$ cat config.mk
export PLATFORM = sky130hd
export DESIGN_NAME = multi_channel_pulse_width_capture_flat
export DESIGN_NICKNAME = d
export VERILOG_FILES = /design/src/rtl/mcpw_pkg.sv /design/src/rtl/mcpw_if.sv /design/src/rtl/mcpw_in_reg.sv /design/src/rtl/mcpw_capture.sv /design/src/rtl/mcpw_out_reg.sv /design/src/rtl/multi_channel_pulse_width_capture.sv /design/src/flat_wrapper.sv
export SDC_FILE = /design/constraint.sdc
export NUM_CORES = 1
export LEC_CHECK = 0
export BUFFER_PORTS_ARGS = -buffer_cell sky130_fd_sc_hd__buf_2
export CAP_MARGIN = 20
export CORE_ASPECT_RATIO = 1.5
export CORE_MARGIN = 2
export CORE_UTILIZATION = 45
export DETAILED_ROUTE_END_ITERATION = 8
export PLACE_DENSITY = 0.68
export SETUP_SLACK_MARGIN = 0.3
export SYNTH_ARGS = -nofsm -noshare
export SYNTH_HDL_FRONTEND = slang
export SYNTH_HIERARCHICAL = 1
export SYNTH_SLANG_ARGS = --single-unit
$ cat constraint.sdc
create_clock -name i_clk -period 4.8 [get_ports i_clk]
set_input_delay 0.24 -clock i_clk [delete_from_list [all_inputs] [get_ports i_clk]]
set_output_delay 0.24 -clock i_clk [all_outputs]
set_load 0.1 [all_outputs]
$ cat src/rtl/mcpw_pkg.sv
package mcpw_pkg;

    localparam int CHAN_COUNT = 8;
    localparam int ACTIVE     = (CHAN_COUNT >= 8) ? 8 : CHAN_COUNT;
    localparam int IDX_W      = (ACTIVE > 1) ? $clog2(ACTIVE) : 1;

    localparam int LEVEL_W = 8;
    localparam int TIMER_W = 16;
    localparam int CHAN_W  = 3;

    localparam logic [LEVEL_W-1:0] ACTIVE_MASK = LEVEL_W'((1 << ACTIVE) - 1);
    localparam logic [LEVEL_W-1:0] ENABLE_RESET = '1;

    typedef struct packed {
        logic              hit;
        logic [CHAN_W-1:0] idx;
    } t_pick;

    typedef struct packed {
        logic               valid;
        logic [CHAN_W-1:0]  channel;
        logic [TIMER_W-1:0] width;
    } t_result;

    typedef struct packed {
        logic advance;
    } t_flow;

    function automatic t_pick pick_lowest(input logic [LEVEL_W-1:0] changed);
        t_pick p;
        p.hit = 1'b0;
        p.idx = '0;
        for (int i = ACTIVE - 1; i >= 0; i--) begin
            if (changed[i]) begin
                p.hit = 1'b1;
                p.idx = CHAN_W'(i);
            end
        end
        return p;
    endfunction

endpackage

$ cat src/rtl/mcpw_if.sv
interface mcpw_in_if;
    logic                         valid;
    logic                         ready;
    logic [mcpw_pkg::LEVEL_W-1:0] pin_levels;
    logic [mcpw_pkg::TIMER_W-1:0] timer_value;
    modport source(output valid, output pin_levels, output timer_value, input ready);
    modport sink(input valid, input pin_levels, input timer_value, output ready);
endinterface

interface mcpw_out_if;
    logic                         valid;
    logic                         ready;
    logic [mcpw_pkg::CHAN_W-1:0]  channel;
    logic [mcpw_pkg::TIMER_W-1:0] pulse_width;
    modport source(output valid, output channel, output pulse_width, input ready);
    modport sink(input valid, input channel, input pulse_width, output ready);
endinterface

interface mcpw_cfg_if;
    logic                         valid;
    logic                         ready;
    logic [mcpw_pkg::LEVEL_W-1:0] data;
    modport source(output valid, output data, input ready);
    modport sink(input valid, input data, output ready);
endinterface

$ cat src/rtl/mcpw_in_reg.sv
module mcpw_in_reg (
    input  logic                         i_clk,
    input  logic                         i_rst_n,
    input  logic                         i_valid,
    output logic                         o_ready,
    input  logic [mcpw_pkg::LEVEL_W-1:0] i_levels,
    input  logic [mcpw_pkg::TIMER_W-1:0] i_timer,
    input  mcpw_pkg::t_flow              i_flow,
    output logic                         o_valid,
    output logic [mcpw_pkg::LEVEL_W-1:0] o_levels,
    output logic [mcpw_pkg::TIMER_W-1:0] o_timer
);

    logic                         r_valid;
    logic [mcpw_pkg::LEVEL_W-1:0] r_levels;
    logic [mcpw_pkg::TIMER_W-1:0] r_timer;
    logic                         n_valid;
    logic                         load;

    assign o_ready = !r_valid || i_flow.advance;
    assign load    = i_valid && o_ready;

    always_comb begin
        n_valid = r_valid;
        if (load) begin
            n_valid = 1'b1;
        end else if (i_flow.advance) begin
            n_valid = 1'b0;
        end
    end

    always_ff @(posedge i_clk) begin
        if (!i_rst_n) begin
            r_valid <= 1'b0;
        end else begin
            r_valid <= n_valid;
        end
    end

    always_ff @(posedge i_clk) begin
        if (load) begin
            r_levels <= i_levels;
            r_timer  <= i_timer;
        end
    end

    assign o_valid  = r_valid;
    assign o_levels = r_levels;
    assign o_timer  = r_timer;

endmodule

$ cat src/rtl/mcpw_capture.sv
module mcpw_capture (
    input  logic                         i_clk,
    input  logic                         i_rst_n,
    input  logic                         i_valid,
    input  logic [mcpw_pkg::LEVEL_W-1:0] i_levels,
    input  logic [mcpw_pkg::TIMER_W-1:0] i_timer,
    input  logic [mcpw_pkg::LEVEL_W-1:0] i_enable,
    input  logic                         i_out_free,
    output mcpw_pkg::t_flow              o_flow,
    output mcpw_pkg::t_result            o_result
);

    logic [mcpw_pkg::LEVEL_W-1:0] r_prev;
    logic [mcpw_pkg::TIMER_W-1:0] r_rise [0:mcpw_pkg::ACTIVE-1];

    logic [mcpw_pkg::LEVEL_W-1:0] masked;
    logic [mcpw_pkg::LEVEL_W-1:0] changed;
    mcpw_pkg::t_pick              pick;
    logic [mcpw_pkg::IDX_W-1:0]   ridx;
    logic                         has_rise;
    logic                         has_fall;
    logic                         go;

    assign masked   = i_levels & i_enable & mcpw_pkg::ACTIVE_MASK;
    assign changed  = masked ^ r_prev;
    assign pick     = mcpw_pkg::pick_lowest(changed);
    assign ridx     = pick.idx[mcpw_pkg::IDX_W-1:0];
    assign has_rise = pick.hit && masked[pick.idx];
    assign has_fall = pick.hit && !masked[pick.idx];
    assign go       = i_valid && (i_out_free || !has_fall);

    assign o_flow.advance  = go;

    assign o_result.valid   = go && has_fall;
    assign o_result.channel = pick.idx;
    assign o_result.width   = i_timer - r_rise[ridx];

    always_ff @(posedge i_clk) begin
        if (!i_rst_n) begin
            r_prev <= '0;
            for (int i = 0; i < mcpw_pkg::ACTIVE; i++) begin
                r_rise[i] <= '0;
            end
        end else if (go) begin
            r_prev <= masked;
            if (has_rise) begin
                r_rise[ridx] <= i_timer;
            end
        end
    end

endmodule

$ cat src/rtl/mcpw_out_reg.sv
module mcpw_out_reg (
    input  logic              i_clk,
    input  logic              i_rst_n,
    input  mcpw_pkg::t_result i_result,
    output logic              o_out_free,
    mcpw_out_if.source        o_out
);

    logic                         r_valid;
    logic [mcpw_pkg::CHAN_W-1:0]  r_channel;
    logic [mcpw_pkg::TIMER_W-1:0] r_width;
    logic                         n_valid;

    assign o_out_free = !r_valid || o_out.ready;

    always_comb begin
        n_valid = r_valid;
        if (i_result.valid) begin
            n_valid = 1'b1;
        end else if (o_out.ready) begin
            n_valid = 1'b0;
        end
    end

    always_ff @(posedge i_clk) begin
        if (!i_rst_n) begin
            r_valid <= 1'b0;
        end else begin
            r_valid <= n_valid;
        end
    end

    always_ff @(posedge i_clk) begin
        if (i_result.valid) begin
            r_channel <= i_result.channel;
            r_width   <= i_result.width;
        end
    end

    assign o_out.valid       = r_valid;
    assign o_out.channel     = r_channel;
    assign o_out.pulse_width = r_width;

endmodule

$ cat src/rtl/multi_channel_pulse_width_capture.sv
// channel  dir  payload                          accepted when
// i_in     in   pin_levels[7:0], timer_value[15:0] valid && ready
// o_out    out  channel[2:0], pulse_width[15:0]    valid && ready
// i_cfg    in   data[7:0] (channel_enable)         valid && ready (ready always high)
//
// One sample per cycle unless output stalls; widths pass the input and output registers.
// Edge detect, rise-time store and width subtract run in one stage after the input register.
// Synchronous active-low reset clears levels, rise times, valids; enable resets to all ones.
// A stalled output only blocks samples that would produce a width; others keep flowing.
module multi_channel_pulse_width_capture (
    input  logic       i_clk,
    input  logic       i_rst_n,
    mcpw_in_if.sink    i_in,
    mcpw_out_if.source o_out,
    mcpw_cfg_if.sink   i_cfg
);

    logic [mcpw_pkg::LEVEL_W-1:0] r_enable;
    logic                         s1_valid;
    logic [mcpw_pkg::LEVEL_W-1:0] s1_levels;
    logic [mcpw_pkg::TIMER_W-1:0] s1_timer;
    logic                         out_free;
    mcpw_pkg::t_flow              flow;
    mcpw_pkg::t_result            result;

    assign i_cfg.ready = 1'b1;

    always_ff @(posedge i_clk) begin
        if (!i_rst_n) begin
            r_enable <= mcpw_pkg::ENABLE_RESET;
        end else if (i_cfg.valid) begin
            r_enable <= i_cfg.data;
        end
    end

    mcpw_in_reg u_in_reg (
        .i_clk    (i_clk),
        .i_rst_n  (i_rst_n),
        .i_valid  (i_in.valid),
        .o_ready  (i_in.ready),
        .i_levels (i_in.pin_levels),
        .i_timer  (i_in.timer_value),
        .i_flow   (flow),
        .o_valid  (s1_valid),
        .o_levels (s1_levels),
        .o_timer  (s1_timer)
    );

    mcpw_capture u_capture (
        .i_clk      (i_clk),
        .i_rst_n    (i_rst_n),
        .i_valid    (s1_valid),
        .i_levels   (s1_levels),
        .i_timer    (s1_timer),
        .i_enable   (r_enable),
        .i_out_free (out_free),
        .o_flow     (flow),
        .o_result   (result)
    );

    mcpw_out_reg u_out_reg (
        .i_clk      (i_clk),
        .i_rst_n    (i_rst_n),
        .i_result   (result),
        .o_out_free (out_free),
        .o_out      (o_out)
    );

    a_no_overwrite: assert property (@(posedge i_clk) disable iff (!i_rst_n)
        result.valid |-> out_free)
        else $error("result would overwrite a pending word");

    a_result_needs_sample: assert property (@(posedge i_clk) disable iff (!i_rst_n)
        result.valid |-> s1_valid && flow.advance)
        else $error("result without an advancing sample");

    a_stall_means_full: assert property (@(posedge i_clk) disable iff (!i_rst_n)
        !i_in.ready |-> s1_valid && !out_free)
        else $error("input stalled without a blocked sample");

    a_channel_range: assert property (@(posedge i_clk) disable iff (!i_rst_n)
        o_out.valid |-> (32'(o_out.channel) < mcpw_pkg::ACTIVE))
        else $error("channel out of range");

endmodule

$ cat src/flat_wrapper.sv
// flat-port wrapper written by rule: the top's interface ports become plain ports
module multi_channel_pulse_width_capture_flat 
  (i_clk, i_rst_n, i_in_valid, i_in_pin_levels, i_in_timer_value, i_in_ready, o_out_valid, o_out_channel, o_out_pulse_width, o_out_ready, i_cfg_valid, i_cfg_data, i_cfg_ready);
  mcpw_in_if i_in_i ();
  mcpw_out_if o_out_i ();
  mcpw_cfg_if i_cfg_i ();
  input  logic i_clk;
  input  logic i_rst_n;
  input wire logic [$bits(i_in_i.valid)-1:0] i_in_valid;
  input wire logic [$bits(i_in_i.pin_levels)-1:0] i_in_pin_levels;
  input wire logic [$bits(i_in_i.timer_value)-1:0] i_in_timer_value;
  output wire logic [$bits(i_in_i.ready)-1:0] i_in_ready;
  output wire logic [$bits(o_out_i.valid)-1:0] o_out_valid;
  output wire logic [$bits(o_out_i.channel)-1:0] o_out_channel;
  output wire logic [$bits(o_out_i.pulse_width)-1:0] o_out_pulse_width;
  input wire logic [$bits(o_out_i.ready)-1:0] o_out_ready;
  input wire logic [$bits(i_cfg_i.valid)-1:0] i_cfg_valid;
  input wire logic [$bits(i_cfg_i.data)-1:0] i_cfg_data;
  output wire logic [$bits(i_cfg_i.ready)-1:0] i_cfg_ready;
  assign i_in_i.valid = i_in_valid;
  assign i_in_i.pin_levels = i_in_pin_levels;
  assign i_in_i.timer_value = i_in_timer_value;
  assign i_in_ready = i_in_i.ready;
  assign o_out_valid = o_out_i.valid;
  assign o_out_channel = o_out_i.channel;
  assign o_out_pulse_width = o_out_i.pulse_width;
  assign o_out_i.ready = o_out_ready;
  assign i_cfg_i.valid = i_cfg_valid;
  assign i_cfg_i.data = i_cfg_data;
  assign i_cfg_ready = i_cfg_i.ready;
  multi_channel_pulse_width_capture u_core (.i_clk(i_clk), .i_rst_n(i_rst_n), .i_in(i_in_i), .o_out(o_out_i), .i_cfg(i_cfg_i));
endmodule
==> results.sh, run 1 <==
export IMPL_wl_per_cell_um=20.7
export IMPL_hold_start="i_cfg_data[0]"
export IMPL_period_minus_slack_ns=4.34
export IMPL_cp_arrival_ns=4.50
export IMPL_p_leak_nw=3.76
export IMPL_track_usage_pct=22.5
export IMPL_synth_fp_nets=778
export IMPL_yosysUniqueCellTypes=71
export IMPL_cts_tree="yes"
export IMPL_yosys_cell_count_top_type="edfxtp_1"
export IMPL_async_reset_ff_share_pct=0
export IMPL_whs_ns=0.0236
export IMPL_dieArea_um2=20700
export IMPL_antenna_found_initial=0
export IMPL_vdd_drop_max_mv=0.248
export IMPL_tightestPinTransition_ns=0.849
export IMPL_grt_max_degree=36
export IMPL_n_antenna_cell=0
export IMPL_synth_ff_type="edfxtp_1"
export IMPL_numCtsBuffers=17
export IMPL_syn_area_um2=8780
export IMPL_holdPathEnd="u_core/r_enable[0]$_SDFFE_PN1P_"
export IMPL_fin_ws_ns=0.463
export IMPL_skew_ns=0.00892
export IMPL_synth_common_cells="171 x edfxtp_1, 138 x nor2_1, 62 x nand2_1"
export IMPL_clk_pin_slew_worst_paths_ns=0.07
export IMPL_antenna_left=0
export IMPL_synth_top_cell_by_area="edfxtp_1"
export IMPL_period_share_pct=90.4
export IMPL_wirelength_um=22700
export IMPL_critPathRequiredTime_ns=4.96
export IMPL_yosys_top_cells_area="edfxtp_1 58%, nor2_1 5.9%, dfxtp_1 4.1%"
export IMPL_crit_path_start_kind="register"
export IMPL_initial_core_util_pct=45.8
export IMPL_grt_overflow_total=0
export IMPL_dpl_hpwl_um=15700
export IMPL_worstSetupPathType="reg2reg"
export IMPL_synthCells=725
export IMPL_crit_fanout=15
export IMPL_tns_ns=0
export IMPL_yosysTopAreaCellShare_pct=58.5
export IMPL_nets=884
export IMPL_drv_slew=0
export IMPL_clockBufferDepth=2
export IMPL_ys_seq_area_share_pct=62.6
export IMPL_r2r_cells=17
export IMPL_clk_latency_ns=0.43
export IMPL_crit_reg2reg_launch="u_core/u_in_reg/o_levels[3]$_DFFE_PP_"
export IMPL_die_h_um=175
export IMPL_gp_congestion=0.908
export IMPL_ios=59
export IMPL_place_area_um2=9530
export IMPL_area_delta_synth_final_pct=18.9
export IMPL_crit_path_end_kind="register"
export IMPL_rsz0062_at_grt="no"
export IMPL_vias=6332
export IMPL_rows=62
export IMPL_ys_warn_count=6
export IMPL_finalHoldViolations=0
export IMPL_die_x_um=118
export IMPL_preCtsSetupSlack_ns=0.246
export IMPL_detail_route_drc_violations=0
export IMPL_reg2reg_slack_ns=0.46
export IMPL_power_mw=4.35
export IMPL_drv_cap=0
export IMPL_grt_pass1_vias=6565
export IMPL_root_buffer="clkbuf_16"
export IMPL_dr_pass1_iters=5
export IMPL_powerDensity_nw_per_um2=416
export IMPL_htreeDepth=4
export IMPL_io_buffers=57
export IMPL_drive_gt1_share_pct=19.8
export IMPL_min_path_cells=3
export IMPL_min_path_type="in2reg"
export IMPL_setup_viol=0
export IMPL_viasPerCell=5.76
export IMPL_drt_iter0_markers=482
export IMPL_grt_pass1_wl_um=34900
export IMPL_relSlewSlack_pct=43.4
export IMPL_core_area_um2=19200
export IMPL_clkSinkCount=189
export IMPL_r2r_end="u_core/u_out_reg/o_out.pulse_width[14]$_DFFE_PP_"
export IMPL_avgSynthCellArea_um2=12.1
export IMPL_stdcell_area_um2=10400
export IMPL_outcome="finished clean"
export IMPL_max_freq_mhz=231
export IMPL_ys_ff_latch=189
export IMPL_synth_edf_count=171
-- per-stage QoR --
step	util, %	std cells
2_1_floorplan	-	725
3_3_place_gp	49.7	1042
3_5_place_dp	49.7	1042
4_1_cts	54.3	1098
5_1_grt	54.5	1100
6_report	54.5	1100
-- registers in the layout, summed over array words and instances, names as in the netlist --
register and flops:
u_core/u_capture/r_prev 8, u_core/u_out_reg/o_out.channel 3, u_core/r_enable 8, u_core/u_in_reg/o_valid 1, u_core/u_out_reg/o_out.pulse_width 16, u_core/u_capture/r_rise 128, u_core/u_in_reg/o_levels 8, u_core/u_in_reg/o_timer 16
u_core/u_out_reg/o_out.valid 1
-- placed cells by master (no fill, tap or decap), types with 7 or more instances in the layout --
master	n
inv_1	10
clkbuf_16	21
nand3_1	28
o21ai_1	7
dfxtp_1	18
ha_1	15
nor3_1	24
a21oi_1	17
mux2i_1	29
buf_4	40
nand2_1	62
dlygate4sd3_1	24
edfxtp_1	171
o21ai_0	15
o22ai_1	12
a221oi_1	9
xnor2_1	9
nor2_1	138
buf_2	56
mux2_2	8
-- routing by layer --
metal | wire [um] | global-route usage [%]
met4 | 1180 | 13.6
met2 | 11900 | 40.0
met5 | 0 | 0
met1 | 8380 | 24.6
met3 | 1290 | 4.57
-- what timing repair did --
item / in CTS / in global routing
hold buffers: 24 / 0
buffers inserted: 0 / 2
hold endpoints to repair: 24 / 0
gates resized for setup: 2 / 6
endpoints found under the setup margin: 2 / 4
pin swaps: 0 / 2
-- layout make-up --
class | count | area, um^2
sequential | 189 | 5500
multi-input combinational | 492 | 3120
timing repair buffer | 121 | 841
tap | 256 | 320
clock inverter | 8 | 60.1
clock buffer | 24 | 567
fill | 1619 | 8720
inverter | 10 | 37.5
-- power breakdown --
part           internal [mW]  switching, mW
combinational          0.324          0.628
sequential              1.92         0.0457
clock                  0.835          0.598
total                   3.07           1.27
-- worst max-delay path, stage by stage (launching register included) --
cell and delay (ns):
edfxtp_1 0.44, and3b_1 0.21, or4_4 0.54, o211ai_1 0.17, buf_4 0.29, nand2_1 0.23, o211ai_1 0.25, a21oi_1 0.08
ha_1 0.20, inv_1 0.07, fa_1 0.20, a21o_1 0.12, a21o_1 0.15, a21oi_2 0.09, o31ai_1 0.43, a41oi_2 0.21
a21oi_1 0.27, o311ai_1 0.13
-- how the worst max path moves through the flow --
stage	end	slack, ns	start	cells past startpoint
after detailed placement	u_core/u_out_reg/o_out.pulse_width[14]$_DFFE_PP_	0.25	u_core/u_in_reg/o_levels[3]$_DFFE_PP_	16
after global routing	u_core/u_out_reg/o_out.pulse_width[14]$_DFFE_PP_	0.27	u_core/u_in_reg/o_levels[3]$_DFFE_PP_	17
after CTS	u_core/u_out_reg/o_out.pulse_width[14]$_DFFE_PP_	0.31	u_core/u_in_reg/o_levels[3]$_DFFE_PP_	16
after floorplan	u_core/u_out_reg/o_out.pulse_width[15]$_DFFE_PP_	0.40	u_core/u_in_reg/o_levels[3]$_DFFE_PP_	17
final	u_core/u_out_reg/o_out.pulse_width[14]$_DFFE_PP_	0.46	u_core/u_in_reg/o_levels[3]$_DFFE_PP_	17
after global placement	u_core/u_out_reg/o_out.pulse_width[15]$_DFFE_PP_	0.28	u_core/u_in_reg/o_levels[1]$_DFFE_PP_	16
-- cell families after synthesis --
kind of cell	count (synthesis)	share of synthesized area [%]
adders and majority gates	16	2.37
and+or+nand+nor	296	15.4
AOI/OAI and AO/OA	129	11.7
DFF	189	62.6
buffers and inverters	44	2.31
other	1	0.0427
xor gates and xnor gates	13	1.30
muxes	37	4.33
Note: power is estimated with default switching activity, not from simulation.
==> inputs of run 2 (changes only) <==
RECOVER_POWER = 25   (was unset)
==> results.sh, run 2 (synthesized netlist as in run 1, its figures left out) <==
export IMPL_dr_pass1_iters=7
export IMPL_max_freq_mhz=230
export IMPL_cp_arrival_ns=4.53
export IMPL_area_delta_synth_final_pct=18.5
export IMPL_n_antenna_cell=0
export IMPL_place_area_um2=9530
export IMPL_crit_reg2reg_launch="u_core/u_in_reg/o_levels[3]$_DFFE_PP_"
export IMPL_rsz0062_at_grt="no"
export IMPL_track_usage_pct=22.5
export IMPL_violations="capacitance limit, slew limit"
export IMPL_r2r_cells=16
export IMPL_register_area_um2=5500
export IMPL_clockBufferDepth=2
export IMPL_htreeDepth=4
export IMPL_p_leak_nw=3.70
export IMPL_tns_ns=0
export IMPL_reg2reg_slack_ns=0.45
export IMPL_stdcell_area_um2=10400
export IMPL_grt_max_degree=36
export IMPL_finalHoldViolations=0
export IMPL_final_common_cell="edfxtp_1"
export IMPL_dieArea_um2=20700
export IMPL_io_buffers=57
export IMPL_drive_gt1_share_pct=16.9
export IMPL_grt_overflow_total=0
export IMPL_whs_ns=0.0216
export IMPL_crit_path_end_kind="register"
export IMPL_vias=6337
export IMPL_path_cells="and3b_1 > or4_4 > o211a_4 > o21a_1 > mux2i_1 > nand2_1 > o2111ai_2 > ha_1 > nor2b_1 > o31a_1 > o41ai_1 > buf_4 > o211ai_1 > a41oi_2 > o21ai_0 > xnor2_1"
export IMPL_cts_tree="yes"
export IMPL_crit_slowest_cell="or4_4"
export IMPL_grt_pass1_wl_um=34900
export IMPL_power_mw=4.34
export IMPL_clk_pin_slew_worst_paths_ns=0.07
export IMPL_initial_core_util_pct=45.8
export IMPL_setup_viol=0
export IMPL_skew_ns=0.0103
export IMPL_crit_fanout=13
export IMPL_largest_reg_flops=128
export IMPL_drv_cap=1
export IMPL_core_area_um2=19200
export IMPL_drv_slew=33
export IMPL_clkSinkCount=189
export IMPL_max_stage_delay_ns=0.54
export IMPL_wl_met3_um=1490
export IMPL_nets=884
export IMPL_hold_start="i_cfg_data[0]"
export IMPL_dpl_hpwl_um=15700
export IMPL_antenna_left=0
export IMPL_wirelength_um=22700
export IMPL_die_x_um=118
export IMPL_met1_length_um=8230
export IMPL_vdd_drop_max_mv=0.249
export IMPL_min_path_type="in2reg"
export IMPL_grt_pass1_vias=6565
export IMPL_min_path_cells=3
export IMPL_powerDensity_nw_per_um2=417
export IMPL_antenna_found_initial=0
export IMPL_relSlewSlack_pct=-4.22
export IMPL_root_buffer="clkbuf_16"
export IMPL_fillers=1638
export IMPL_critPathRequiredTime_ns=4.98
export IMPL_detail_route_drc_violations=0
export IMPL_rows=62
export IMPL_multiInputGateArea_um2=3110
export IMPL_met2WireLength_um=11800
export IMPL_die_h_um=175
export IMPL_drt_iter0_markers=539
export IMPL_period_minus_slack_ns=4.35
export IMPL_crit_path_start_kind="register"
export IMPL_mostFrequentLayoutCells="171 x edfxtp_1, 138 x nor2_1, 62 x nand2_1"
export IMPL_wl_per_cell_um=20.7
export IMPL_r2r_end="u_core/u_out_reg/o_out.pulse_width[15]$_DFFE_PP_"
export IMPL_ios=59
export IMPL_clk_latency_ns=0.43
export IMPL_gp_congestion=0.908
export IMPL_period_share_pct=90.6
export IMPL_worstSetupPathType="reg2reg"
export IMPL_top_layer="met4"
export IMPL_outcome="complete, but fails checks"
export IMPL_holdPathEnd="u_core/r_enable[0]$_SDFFE_PN1P_"
export IMPL_viasPerCell=5.76
export IMPL_tightestPinTransition_ns=1.56
export IMPL_numCtsBuffers=17
export IMPL_regMostFlops="u_core/u_capture/r_rise"
-- run 2: metal layers --
layer  vias to the layer above  global-route usage [%]
li1                       2937                       -
met1                      3052                    24.6
met2                       285                    40.0
met3                        63                    4.57
met4                         0                    13.6
met5                         -                       0
-- run 2: power by group --
group / internal [mW] / switching (mW)
Sequential: 1.92 / 0.0460
Clock: 0.835 / 0.598
Combinational: 0.318 / 0.626
-- run 2: stage by stage --
stage                     utilization [%]  setup WS [ns]  cells
after floorplan                         -          0.403    725
after global placement               49.7          0.276   1042
after detailed placement             49.7          0.246   1042
after CTS                            54.3          0.312   1098
after global routing                 54.3          0.150   1100
final                                54.3          0.450   1100
-- run 2: repair_timing --
| item | in CTS | in global routing |
|---|---|---|
| hold buffers | 24 | 0 |
| gates resized for setup | 2 | 6 |
| endpoints found under the hold margin | 24 | 0 |
| setup endpoints to repair | 2 | 4 |
| pin swaps | 0 | 2 |
| buffers inserted | 0 | 2 |
-- run 2: cell type report --
class / instances / share of cell area (%)
clock buffers: 24 / 5.45
well taps: 256 / 3.08
repair buffers: 121 / 7.77
inverters: 10 / 0.361
multi-input cells: 492 / 29.9
flip-flops and latches: 189 / 52.8
clock inverters: 8 / 0.577
-- run 2: critical path, delay by kind of cell (launching register included) --
family          cells  cell delay [ns]
xor+xnor            1             0.14
flops               1             0.44
buf+inv             1             0.19
simple gates        4             0.98
fa+ha+maj           1             0.32
compound gates      8             1.88
mux                 1             0.16
-- run 2: worst max-delay path by stage --
stage,from,to
3_3_place_gp,u_core/u_in_reg/o_levels[1]$_DFFE_PP_,u_core/u_out_reg/o_out.pulse_width[15]$_DFFE_PP_
3_5_place_dp,u_core/u_in_reg/o_levels[3]$_DFFE_PP_,u_core/u_out_reg/o_out.pulse_width[14]$_DFFE_PP_
2_1_floorplan,u_core/u_in_reg/o_levels[3]$_DFFE_PP_,u_core/u_out_reg/o_out.pulse_width[15]$_DFFE_PP_
5_1_grt,u_core/u_in_reg/o_levels[5]$_DFFE_PP_,u_core/u_out_reg/o_out.pulse_width[14]$_DFFE_PP_
4_1_cts,u_core/u_in_reg/o_levels[3]$_DFFE_PP_,u_core/u_out_reg/o_out.pulse_width[14]$_DFFE_PP_
6_report,u_core/u_in_reg/o_levels[3]$_DFFE_PP_,u_core/u_out_reg/o_out.pulse_width[15]$_DFFE_PP_
